**src/hw/rtl/qcwc_pkg.sv**
```systemverilog
`timescale 1ns / 1ps

package qcwc_pkg;

  localparam int TIME_IN_W = 48;
  localparam int BYTES_W = 16;
  localparam int MDS_W = 16;
  localparam int CFG_W = 32;
  localparam int CFG_INDEX_W = 2;
  localparam int OUT_W = 32;
  localparam int PRODUCT_W = MDS_W + BYTES_W;
  localparam int DIV_STEPS = PRODUCT_W;
  localparam int STEP_W = $clog2(DIV_STEPS);
  localparam int Q_DEPTH = 2;

  localparam logic [1:0] CMD_SENT = 2'd0;
  localparam logic [1:0] CMD_ACKED = 2'd1;
  localparam logic [1:0] CMD_LOST = 2'd2;

  localparam logic [CFG_INDEX_W-1:0] REG_MINIMUM_WINDOW = 2'd1;
  localparam logic [CFG_INDEX_W-1:0] REG_MAX_DATAGRAM_SIZE = 2'd2;

  localparam logic [CFG_W-1:0] INITIAL_WINDOW_RESET = 32'd12000;
  localparam logic [CFG_W-1:0] MINIMUM_WINDOW_RESET = 32'd2400;
  localparam logic [MDS_W-1:0] MAX_DATAGRAM_SIZE_RESET = 16'd1200;

  typedef enum logic [1:0] {
    OP_SENT,
    OP_ACK,
    OP_LOST,
    OP_NONE
  } op_t;

  typedef enum logic [1:0] {
    ST_IDLE,
    ST_DIVIDE,
    ST_GROW
  } state_t;

  typedef struct packed {
    op_t                  op;
    logic [BYTES_W-1:0]   bytes;
    logic [PRODUCT_W-1:0] product;
    logic [TIME_IN_W-1:0] sent;
    logic [TIME_IN_W-1:0] now;
    logic                 last;
  } entry_t;

  typedef struct packed {
    logic [OUT_W-1:0] window;
    logic [OUT_W-1:0] inflight;
    logic [OUT_W-1:0] threshold;
    logic             entered;
  } result_t;

endpackage

```
**src/hw/rtl/quic_congestion_window_control.sv**
```systemverilog
`timescale 1ns / 1ps

// NewReno congestion window control for a QUIC sender, one packet event per request.
// Requests enter a two-entry queue whenever it has room, and each result waits in an
// output register, so the input side keeps accepting while a result is held. An
// executed request reaches the output register in the cycle after it leaves the
// queue, except an ack in congestion avoidance, which is issued, then runs the 32
// steps of the one-bit-per-cycle restoring divider that forms the window growth,
// and then adds the growth to the window. The window resets to a fixed initial
// value, and writes to configuration index 0 have no effect.

module quic_congestion_window_control
  import qcwc_pkg::*;
#(
  parameter int TIME_BITS = 48,
  parameter int WINDOW_BITS = 32
) (
  input  logic                   clk,
  input  logic                   rst,
  input  logic                   in_valid,
  output logic                   in_ready,
  input  logic [1:0]             cmd,
  input  logic [BYTES_W-1:0]     packet_bytes,
  input  logic [TIME_IN_W-1:0]   send_time,
  input  logic [TIME_IN_W-1:0]   current_time,
  input  logic                   batch_end,
  output logic                   out_valid,
  input  logic                   out_ready,
  output logic [OUT_W-1:0]       window_bytes,
  output logic [OUT_W-1:0]       inflight_bytes,
  output logic [OUT_W-1:0]       threshold_bytes,
  output logic                   recovery_entered,
  input  logic                   cfg_write,
  input  logic [CFG_INDEX_W-1:0] cfg_index,
  input  logic [CFG_W-1:0]       cfg_data
);

  logic [CFG_W-1:0] minimum_window;
  logic [MDS_W-1:0] max_datagram_size;

  logic    q_full;
  logic    q_push;
  entry_t  q_in;
  logic    q_valid;
  logic    q_pop;
  entry_t  q_head;
  result_t result;

  always_ff @(posedge clk) begin
    if (rst) begin
      minimum_window <= MINIMUM_WINDOW_RESET;
      max_datagram_size <= MAX_DATAGRAM_SIZE_RESET;
    end else if (cfg_write) begin
      case (cfg_index)
        REG_MINIMUM_WINDOW:    minimum_window <= cfg_data;
        REG_MAX_DATAGRAM_SIZE: max_datagram_size <= cfg_data[MDS_W-1:0];
        default:               minimum_window <= minimum_window;
      endcase
    end
  end

  qcwc_front u_front (
    .cmd               (cmd),
    .packet_bytes      (packet_bytes),
    .send_time         (send_time),
    .current_time      (current_time),
    .batch_end         (batch_end),
    .in_valid          (in_valid),
    .in_ready          (in_ready),
    .max_datagram_size (max_datagram_size),
    .q_full            (q_full),
    .q_push            (q_push),
    .q_data            (q_in)
  );

  qcwc_queue u_queue (
    .clk       (clk),
    .rst       (rst),
    .push      (q_push),
    .push_data (q_in),
    .full      (q_full),
    .pop       (q_pop),
    .valid     (q_valid),
    .head      (q_head)
  );

  qcwc_back #(
    .TIME_BITS   (TIME_BITS),
    .WINDOW_BITS (WINDOW_BITS)
  ) u_back (
    .clk            (clk),
    .rst            (rst),
    .q_valid        (q_valid),
    .head           (q_head),
    .q_pop          (q_pop),
    .minimum_window (minimum_window),
    .out_valid      (out_valid),
    .out_ready      (out_ready),
    .result         (result)
  );

  assign window_bytes = result.window;
  assign inflight_bytes = result.inflight;
  assign threshold_bytes = result.threshold;
  assign recovery_entered = result.entered;

endmodule

```
**src/hw/rtl/qcwc_front.sv**
```systemverilog
`timescale 1ns / 1ps

module qcwc_front
  import qcwc_pkg::*;
(
  input  logic [1:0]           cmd,
  input  logic [BYTES_W-1:0]   packet_bytes,
  input  logic [TIME_IN_W-1:0] send_time,
  input  logic [TIME_IN_W-1:0] current_time,
  input  logic                 batch_end,
  input  logic                 in_valid,
  output logic                 in_ready,
  input  logic [MDS_W-1:0]     max_datagram_size,
  input  logic                 q_full,
  output logic                 q_push,
  output entry_t               q_data
);

  op_t op;

  always_comb begin
    unique case (cmd)
      CMD_SENT:  op = OP_SENT;
      CMD_ACKED: op = OP_ACK;
      CMD_LOST:  op = OP_LOST;
      default:   op = OP_NONE;
    endcase
  end

  assign in_ready = !q_full;
  assign q_push = in_valid && !q_full;

  // The growth numerator is formed here so that the back end only divides.
  always_comb begin
    q_data.op = op;
    q_data.bytes = packet_bytes;
    q_data.product = PRODUCT_W'(max_datagram_size) * PRODUCT_W'(packet_bytes);
    q_data.sent = send_time;
    q_data.now = current_time;
    q_data.last = batch_end;
  end

endmodule

```
**src/hw/rtl/qcwc_queue.sv**
```systemverilog
`timescale 1ns / 1ps

module qcwc_queue
  import qcwc_pkg::*;
(
  input  logic   clk,
  input  logic   rst,
  input  logic   push,
  input  entry_t push_data,
  output logic   full,
  input  logic   pop,
  output logic   valid,
  output entry_t head
);

  localparam int PTR_W = (Q_DEPTH > 1) ? $clog2(Q_DEPTH) : 1;
  localparam int CNT_W = $clog2(Q_DEPTH + 1);

  entry_t mem [Q_DEPTH];
  logic [PTR_W-1:0] wr_ptr;
  logic [PTR_W-1:0] rd_ptr;
  logic [CNT_W-1:0] count;

  assign full = (count == CNT_W'(Q_DEPTH));
  assign valid = (count != '0);
  assign head = mem[rd_ptr];

  always_ff @(posedge clk) begin
    if (push) begin
      mem[wr_ptr] <= push_data;
    end
  end

  always_ff @(posedge clk) begin
    if (rst) begin
      wr_ptr <= '0;
      rd_ptr <= '0;
      count <= '0;
    end else begin
      if (push) begin
        wr_ptr <= (wr_ptr == PTR_W'(Q_DEPTH - 1)) ? '0 : wr_ptr + 1'b1;
      end
      if (pop) begin
        rd_ptr <= (rd_ptr == PTR_W'(Q_DEPTH - 1)) ? '0 : rd_ptr + 1'b1;
      end
      if (push && !pop) begin
        count <= count + 1'b1;
      end else if (pop && !push) begin
        count <= count - 1'b1;
      end
    end
  end

endmodule

```
**src/hw/rtl/qcwc_back.sv**
```systemverilog
`timescale 1ns / 1ps

module qcwc_back
  import qcwc_pkg::*;
#(
  parameter int TIME_BITS = 48,
  parameter int WINDOW_BITS = 32
) (
  input  logic             clk,
  input  logic             rst,
  input  logic             q_valid,
  input  entry_t           head,
  output logic             q_pop,
  input  logic [CFG_W-1:0] minimum_window,
  output logic             out_valid,
  input  logic             out_ready,
  output result_t          result
);

  localparam int W = WINDOW_BITS;
  localparam int SUMW = ((W > PRODUCT_W) ? W : PRODUCT_W) + 1;
  localparam logic [SUMW-1:0] WIN_MAX = SUMW'({W{1'b1}});

  state_t state;
  state_t state_next;

  logic [W-1:0]         window;
  logic [W-1:0]         in_flight;
  logic [W-1:0]         ssthresh;
  logic [TIME_BITS-1:0] recovery_start;
  logic [TIME_BITS-1:0] latest_lost;

  logic [W-1:0]         divisor;
  logic [W-1:0]         rem;
  logic [PRODUCT_W-1:0] quo;
  logic [STEP_W-1:0]    step;

  logic [W-1:0]         window_next;
  logic [W-1:0]         in_flight_next;
  logic [W-1:0]         ssthresh_next;
  logic [TIME_BITS-1:0] recovery_start_next;
  logic [TIME_BITS-1:0] latest_lost_next;
  logic                 entered_next;

  logic                 out_free;
  logic                 start_div;
  logic                 load_result;

  logic [TIME_BITS-1:0] sent;
  logic [TIME_BITS-1:0] now;
  logic                 after_recovery;
  logic                 sent_newer;
  logic                 lost_after_recovery;
  logic                 in_slow_start;

  logic [W:0]           flight_sum;
  logic [W-1:0]         flight_add;
  logic [W-1:0]         bytes_w;
  logic [W-1:0]         flight_sub;
  logic [PRODUCT_W-1:0] addend;
  logic [SUMW-1:0]      win_sum;
  logic [W-1:0]         grown;
  logic [W-1:0]         half;
  logic [W-1:0]         floor_w;
  logic [W-1:0]         reduced;

  logic [W:0]           trial;
  logic                 trial_ge;

  assign out_free = !out_valid || out_ready;

  assign sent = TIME_BITS'(head.sent);
  assign now = TIME_BITS'(head.now);
  assign after_recovery = sent > recovery_start;
  assign sent_newer = sent > latest_lost;
  assign lost_after_recovery = sent_newer ? after_recovery : (latest_lost > recovery_start);
  assign in_slow_start = window < ssthresh;

  assign flight_sum = {1'b0, in_flight} + (W + 1)'(head.bytes);
  assign flight_add = flight_sum[W] ? {W{1'b1}} : flight_sum[W-1:0];
  assign bytes_w = W'(head.bytes);
  assign flight_sub = (bytes_w >= in_flight) ? '0 : in_flight - bytes_w;

  assign addend = (state == ST_GROW) ? quo : PRODUCT_W'(head.bytes);
  assign win_sum = SUMW'(window) + SUMW'(addend);
  assign grown = (win_sum > WIN_MAX) ? {W{1'b1}} : W'(win_sum);

  assign half = window >> 1;
  assign floor_w = W'(minimum_window);
  assign reduced = (half > floor_w) ? half : floor_w;

  // One quotient bit per cycle, restoring form.
  assign trial = {rem, quo[PRODUCT_W-1]};
  assign trial_ge = trial >= {1'b0, divisor};

  always_comb begin
    state_next = state;
    unique case (state)
      ST_IDLE: begin
        if (start_div) begin
          state_next = ST_DIVIDE;
        end
      end
      ST_DIVIDE: begin
        if (step == '0) begin
          state_next = ST_GROW;
        end
      end
      ST_GROW: begin
        state_next = ST_IDLE;
      end
      default: begin
        state_next = ST_IDLE;
      end
    endcase
  end

  always_comb begin
    q_pop = 1'b0;
    start_div = 1'b0;
    load_result = 1'b0;
    unique case (state)
      ST_IDLE: begin
        q_pop = q_valid && out_free;
        start_div = q_pop && (head.op == OP_ACK) && after_recovery && !in_slow_start;
        load_result = q_pop && !start_div;
      end
      ST_GROW: begin
        load_result = 1'b1;
      end
      default: begin
        q_pop = 1'b0;
      end
    endcase
  end

  always_comb begin
    window_next = window;
    in_flight_next = in_flight;
    ssthresh_next = ssthresh;
    recovery_start_next = recovery_start;
    latest_lost_next = latest_lost;
    entered_next = 1'b0;
    if (state == ST_GROW) begin
      window_next = grown;
    end else if (q_pop) begin
      unique case (head.op)
        OP_SENT: begin
          in_flight_next = flight_add;
        end
        OP_ACK: begin
          in_flight_next = flight_sub;
          if (after_recovery && in_slow_start) begin
            window_next = grown;
          end
        end
        OP_LOST: begin
          in_flight_next = flight_sub;
          if (sent_newer) begin
            latest_lost_next = sent;
          end
          if (head.last) begin
            if (lost_after_recovery) begin
              recovery_start_next = now;
              window_next = reduced;
              ssthresh_next = reduced;
              entered_next = 1'b1;
            end
            latest_lost_next = '0;
          end
        end
        default: begin
          entered_next = 1'b0;
        end
      endcase
    end
  end

  always_ff @(posedge clk) begin
    if (rst) begin
      state <= ST_IDLE;
      window <= W'(INITIAL_WINDOW_RESET);
      in_flight <= '0;
      ssthresh <= {W{1'b1}};
      recovery_start <= '0;
      latest_lost <= '0;
      out_valid <= 1'b0;
      step <= '0;
    end else begin
      state <= state_next;
      window <= window_next;
      in_flight <= in_flight_next;
      ssthresh <= ssthresh_next;
      recovery_start <= recovery_start_next;
      latest_lost <= latest_lost_next;
      if (load_result) begin
        out_valid <= 1'b1;
      end else if (out_ready) begin
        out_valid <= 1'b0;
      end
      if (start_div) begin
        step <= STEP_W'(DIV_STEPS - 1);
      end else if (state == ST_DIVIDE) begin
        step <= step - 1'b1;
      end
    end
  end

  always_ff @(posedge clk) begin
    if (start_div) begin
      divisor <= (window == '0) ? W'(1) : window;
      rem <= '0;
      quo <= head.product;
    end else if (state == ST_DIVIDE) begin
      rem <= trial_ge ? W'(trial - {1'b0, divisor}) : W'(trial);
      quo <= {quo[PRODUCT_W-2:0], trial_ge};
    end
    if (load_result) begin
      result.window <= OUT_W'(window_next);
      result.inflight <= OUT_W'(in_flight_next);
      result.threshold <= OUT_W'(ssthresh_next);
      result.entered <= entered_next;
    end
  end

endmodule

```
**config.mk**
```make
export PLATFORM = sky130hd
export DESIGN_NAME = quic_congestion_window_control
export DESIGN_NICKNAME = d
export VERILOG_FILES = /design/src/hw/rtl/qcwc_pkg.sv /design/src/hw/rtl/quic_congestion_window_control.sv /design/src/hw/rtl/qcwc_front.sv /design/src/hw/rtl/qcwc_queue.sv /design/src/hw/rtl/qcwc_back.sv
export SDC_FILE = /design/constraint.sdc
export NUM_CORES = 2
export LEC_CHECK = 0
export ABC_CLOCK_PERIOD_IN_PS = 12200
export BUFFER_PORTS_ARGS = -buffer_cell sky130_fd_sc_hd__buf_4
export CAP_MARGIN = 20
export CORE_MARGIN = 1
export CORE_UTILIZATION = 60
export DETAILED_ROUTE_END_ITERATION = 10
export PLACE_DENSITY = 0.77
export SLEW_MARGIN = 25
export SYNTH_ARGS = -nofsm -noshare
export SYNTH_HDL_FRONTEND = slang
export SYNTH_SLANG_ARGS = --single-unit
```
**constraint.sdc**
```tcl
create_clock -name clk -period 12.2 [get_ports clk]
set_clock_uncertainty 0.2 [all_clocks]
set_input_delay 2.44 -clock clk [delete_from_list [all_inputs] [get_ports clk]]
set_output_delay 2.44 -clock clk [all_outputs]
set_load 0.02 [all_outputs]
```
# After elaboration in Yosys (flattened, before gate mapping)
# Memories as Yosys holds them, arrays and structs flattened. A register that Yosys moved wholly into a read port is not among the register bits.
# Cells that the tools add are included.
[word_totals]
out_inout_bits = 99
latchBits = 0
regBits = 445
romBits = 0
mem_count = 1
ram_bits = 294
[mem_list]
columns = ["memory", "words", "word_bits", "read_ports", "rd_ports_with_merged_regs", "wr", "line_no", "source"]
rows = [
  ["u_queue.mem", 2, 147, 1, 1, 1, "qcwc_queue.sv:19", "entry_t mem [Q_DEPTH];"],
]
[op_classes]
bitwise_logic = 4
mux = 45
add_sub_neg = 9
order_cmp = 8
n_eq_ne = 11
shifts = 0
n_div = 0
mul = 1
n_reduce_logical = 33
[op_table]
columns = ["cell", "count"]
rows = [
  ["$mux 32", 20],
  ["$gt 48x48->1", 3],
  ["$pmux 32 s2", 2],
  ["$mux 48", 2],
  ["$add 32x16->33", 1],
  ["$add 32x32->33", 1],
  ["$ge 33x32->1", 1],
  ["$gt 33x32->1 const B", 1],
  ["$ge 16x32->1", 1],
  ["$gt 31x32->1", 1],
  ["$logic_not 32->1", 1],
  ["$lt 32x32->1", 1],
  ["$mul 16x16->32", 1],
  ["$sub 32x16->32", 1],
  ["$sub 32x32->32", 1],
  ["$mux 1", 12],
  ["$eq 2x2->1 const B", 5],
  ["$mux 5", 2],
  ["$reduce_bool 2->1", 5],
  ["$logic_and 1x1->1", 9],
  ["$eq 2x1->1 const B", 4],
  ["$mux 2", 4],
  ["$logic_not 1->1", 6],
  ["$logic_not 2->1", 3],
  ["16 further kinds", 23],
]

# Longest topological paths before layout
[depth]
ltp_word = 10
depth_mapped = 25
mapped_depth_nobuf = 24

# Hierarchy
# From an unflattened synthesis, not the netlist that was laid out.
[unflattened]
cells_unflattened = 4878
hier_area_um2 = 48856.9
[modules_own_cells]
columns = ["mod", "n_inst", "area_each_um2", "cells_per_inst"]
rows = [
  ["qcwc_back", 1, 26590.5, 3109],
  ["qcwc_queue", 1, 10865.4, 479],
  ["qcwc_front", 1, 9312.7, 1090],
  ["quic_congestion_window_control", 1, 2088.3, 200],
]

# Worst setup path before layout
# Ideal clock, no wire load.
[synth_path]
path_type = "input to register"
from = "input in_valid"
to = "memory u_queue.mem[0][0] (netlist name), enable pin"
required_ns = 11.344
setup_ns = 0.656
slack_ns = 2.707
stages = 2
arrival_time_ns = 8.637
path_cell_list = "nand2_1 > nor2_1"
[synth_between]
elab_chain_cells = 3
[synth_lines]
columns = ["element", "line_no", "source"]
rows = [
  ["from (decl)", "quic_congestion_window_control.sv:20", "input logic in_valid,"],
  ["$logic_and 1x1->1", "qcwc_front.sv:31", "assign q_push = in_valid && !q_full;"],
  ["$mux 1", "qcwc_queue.sv:29", "if (push) begin"],
  ["$mux 1 (not written as such)", "qcwc_queue.sv:30", "mem[wr_ptr] <= push_data;"],
  ["to (decl)", "qcwc_queue.sv:19", ""],
]
# No other way between the ends.

==> out/results.txt <==
Net switching is 40.5% of the power. The clock input transition at the sequential cells of the worst setup and hold paths is 0.06 ns, and the number of search-and-repair iterations in the first detailed-routing pass is 8. The worst-case IR drop observed on VDD is 174 uV. TritonCTS built the clock tree. The die height was 282 um; the switching power was 4600 uW. Total routing usage reported by global routing: 30.7%. The tools report the top achievable clock speed as 118 MHz.

The layout net count is 5,600, and the hold violation total from the final report is 0. At the worst endpoint, the required time is 12.39 ns. The measured slew at the worst slew-check pin was 1.25 ns. The synthesized design contains 740 register bits. Setup repair after global routing left no endpoint under its margin.

The sequential cell fraction of total power came out at 32.5%. Excluding fillers, the count of instances in the completed layout stands at 5,942. The detailed placer's ending HPWL is 88,200 um, and the count of input and output buffers is 252.

The number of setup buffers added after CTS is 0. Setup-violating endpoint count in the final report: 0. The number of global-route vias before repair was 34,500; the number of diodes was 0. For this block, the initial DRC count from the detailed router was 3,686. The portion of synthesized cell area occupied by the leading cell type works out to 29.1%.

Placeable core area: 0.0775 mm^2. The largest total area in the synthesized netlist belongs to edfxtp_1. The die covers 0.0793 mm^2. The first global-routing pass estimated 190,000 um of wire. The share of the Yosys chip area taken by registers is 41.3%. Fill cells in the final layout number 6,067.

The number of vias in the routed layout was 35,800; the count of yosys warnings during synthesis was 0. The tree built by TritonCTS fans out to 740 sinks. The endpoint kind of the worst setup timing path is a flip-flop. The run gives 45.5% as the combinational share of power. For the worst setup path, the data arrival time is 8.64 ns. The logs give 253 for the number of ports placed on the die boundary and 0 ns for the final sum of negative setup slack. By area the synthesized netlist is led by edfxtp_1, dfxtp_1, ha_1, fa_1, inv_1.

By count the netlist is led by inv_1, nand2_1, edfxtp_1, ha_1, a21oi_1. Measured against its own limit, the worst slew margin works out to 16.9%. For the summed instance area of the synthesized netlist, the log shows 0.0469 mm^2.

The critical path in this run is classified as in2reg. The maximum number of pins on one net before global-route repair is 148, and the maximum clock insertion buffer count is 3. The top flip-flop cell by instance count after synthesis is edfxtp_1. Including well taps, the total number of placed cells is 5,793. The run finished with clean final reports. The final global-route overflow total is 0, and the post-detailed-routing wire length is 121,000 um. In this run the clock root is driven by a clkbuf_16. The growth of design area from synthesis to finish was 11.3%; the total of cells resized after clock tree synthesis was 0. Cell internal power was estimated by the tool at 6740 uW. In the synthesized netlist the async set-or-reset flop fraction comes to 0%. The H-tree was split into 3 levels. The run gives 4,715 as the number of standard cells after synthesis. For this design the static power due to leakage is 0.0219 uW. The tools report the placement row count as 102. The tool flagged a number of max-cap violations equal to 0. The congestion estimate from routability-driven global placement came to 0.946. Among all cell types in the netlist, the one instantiated most often is inv_1.

The relative contribution of the clock network to total power is 22.0%. The count of nets left with antenna violations once routing finished came out at 0. The final count of pins violating max slew came out at 0.

The number of antenna violations at the first check in global routing came out at 1. The routed length per instance is 20.4 um, and the horizontal die dimension is 282 um. The later pin in the worst-skew pair is clocked with a latency of 0.65 ns. The share of the cycle needed by the critical path after routing was 69.3%. Of all nets on the critical path, the largest fanout is 18.

Buffers inserted during clock tree synthesis total 80. Startpoint type of the worst setup path: an input pin. For this design, the CTS-stage hold fixing added 0 buffers. Yosys mapped a number of flops with a built-in enable equal to 455.

Counting every net in the synthesized netlist gives 5,480. After detailed routing, the number of remaining DRC violations is 0. The post-route netlist has 10.6% of its cells at a drive strength greater than 1. For this design the ratio of total power to cell area is 217 mW/mm^2.

The min-delay analysis places its worst path in the category reg2reg. The minimum clock period is 8.46 ns. After synthesis, the netlist uses 80 different library cells. Dividing the synthesized area by the synthesized cell count gives 9.95 um^2. Once the floorplan was initialized, standard cells occupied 60.6% of the core. The post-route worst hold slack was 0.273 ns; the average via count per standard cell was 6.03.
flip-flops by register name (all words and copies together), names as in the netlist, named ones only:
register,count
u_back.rem,32
u_queue.mem,294
u_back.step,5
u_back.in_flight,32
u_back.quo,32
u_back.recovery_start,48
u_back.ssthresh,32
u_back.latest_lost,48
max_datagram_size,16
u_back.window,32
u_queue.count,2
u_back.out_valid,1
minimum_window,32
u_back.state,2
u_back.divisor,32
u_queue.wr_ptr,1
u_queue.rd_ptr,1
u_back.result,97
worst paths after layout:
| check | startpoint | to | slack, ns | cells after the start |
|---|---|---|---|---|
| setup / recovery | packet_bytes[6] | u_queue.mem[0][119] | 3.74 | 22 |
| hold / removal | u_back.latest_lost[31] | u_back.latest_lost[31] | 0.27 | 2 |
| setup reg to reg | max_datagram_size[8] | u_queue.mem[0][119] | 4.86 | 20 |
| hold reg to reg | u_back.latest_lost[31] | u_back.latest_lost[31] | 0.27 | 2 |
power groups by stage:
| stage | combinational (uW) | clock (uW) | sequential, uW |
|---|---|---|---|
| 6_report | 5160 | 2500 | 3680 |
| 5_1_grt | 5670 | 2630 | 3730 |
| 4_1_cts | 5080 | 2530 | 3680 |
| 3_5_place_dp | 5030 | 0 | 3720 |
| 3_3_place_gp | 4900 | 0 | 3710 |
| 2_1_floorplan | 3520 | 0 | 3780 |
worst max-delay path, cell delays in order:
cell and delay [ns]:
buf_4 0.17, and2_1 0.19, fa_1 0.53, inv_1 0.05, fa_1 0.56, fa_1 0.44
fa_1 0.49, inv_1 0.06, fa_1 0.52, inv_1 0.06, fa_1 0.53, inv_1 0.04
ha_1 0.35, a211o_1 0.33, or2_2 0.31, a31oi_1 0.30, o21ai_0 0.36, a21oi_1 0.30
nor2_1 0.06, a211o_1 0.26, a21oi_1 0.17, xnor2_1 0.10
kinds of logic (layout without fill, tap and decap cells):
kind of cell / count (synthesis) / in the layout / share of synthesized area, %
xor+xnor: 101 / 101 / 1.88
buf+inv: 755 / 942 / 6.17
flops: 740 / 740 / 41.3
simple gates: 1292 / 1292 / 13.1
compound gates: 1024 / 1024 / 13.9
fa+ha+maj: 611 / 611 / 19.5
mux: 192 / 192 / 4.25
metrics by stage:
step | worst slack (ns) | total power [uW] | cell area (um^2) | util [%]
after global routing | 3.56 | 12000 | 52200 | 67.4
after CTS | 3.78 | 11300 | 52200 | 67.4
after floorplan | 2.71 | 7300 | 46900 | -
after detailed placement | 3.11 | 8750 | 49500 | 63.9
after global placement | 3.17 | 8600 | 49500 | 63.9
final | 3.74 | 11300 | 52200 | 67.4
routing by layer:
metal	wire length (um)	GRT usage (%)	share of wire (%)
met1	52300	43.6	43
met2	54900	48.1	45
met3	11400	5.84	9.3
met4	2860	8.40	2.4
met5	0	0	0
layout by cell type (no fill, tap or decap), drive strengths merged, types with 165 or more instances in the layout:
cell,n
fa,198
buf,288
nor2,231
and2,165
dfxtp,285
a21oi,336
inv,511
nand2,470
o21ai,213
ha,413
edfxtp,455
final cells by class:
cell class,instances,area [um^2],share of cell area (%)
Clock buffer,98,2120,4.06
Clock inverter,51,608,1.16
Inverter,505,1900,3.64
Multi-Input combinational cell,3220,24800,47.4
Sequential cell,740,19400,37.1
Tap cell,1040,1300,2.49
Timing Repair Buffer,288,2180,4.17
Power figures use the tool's default switching activity.
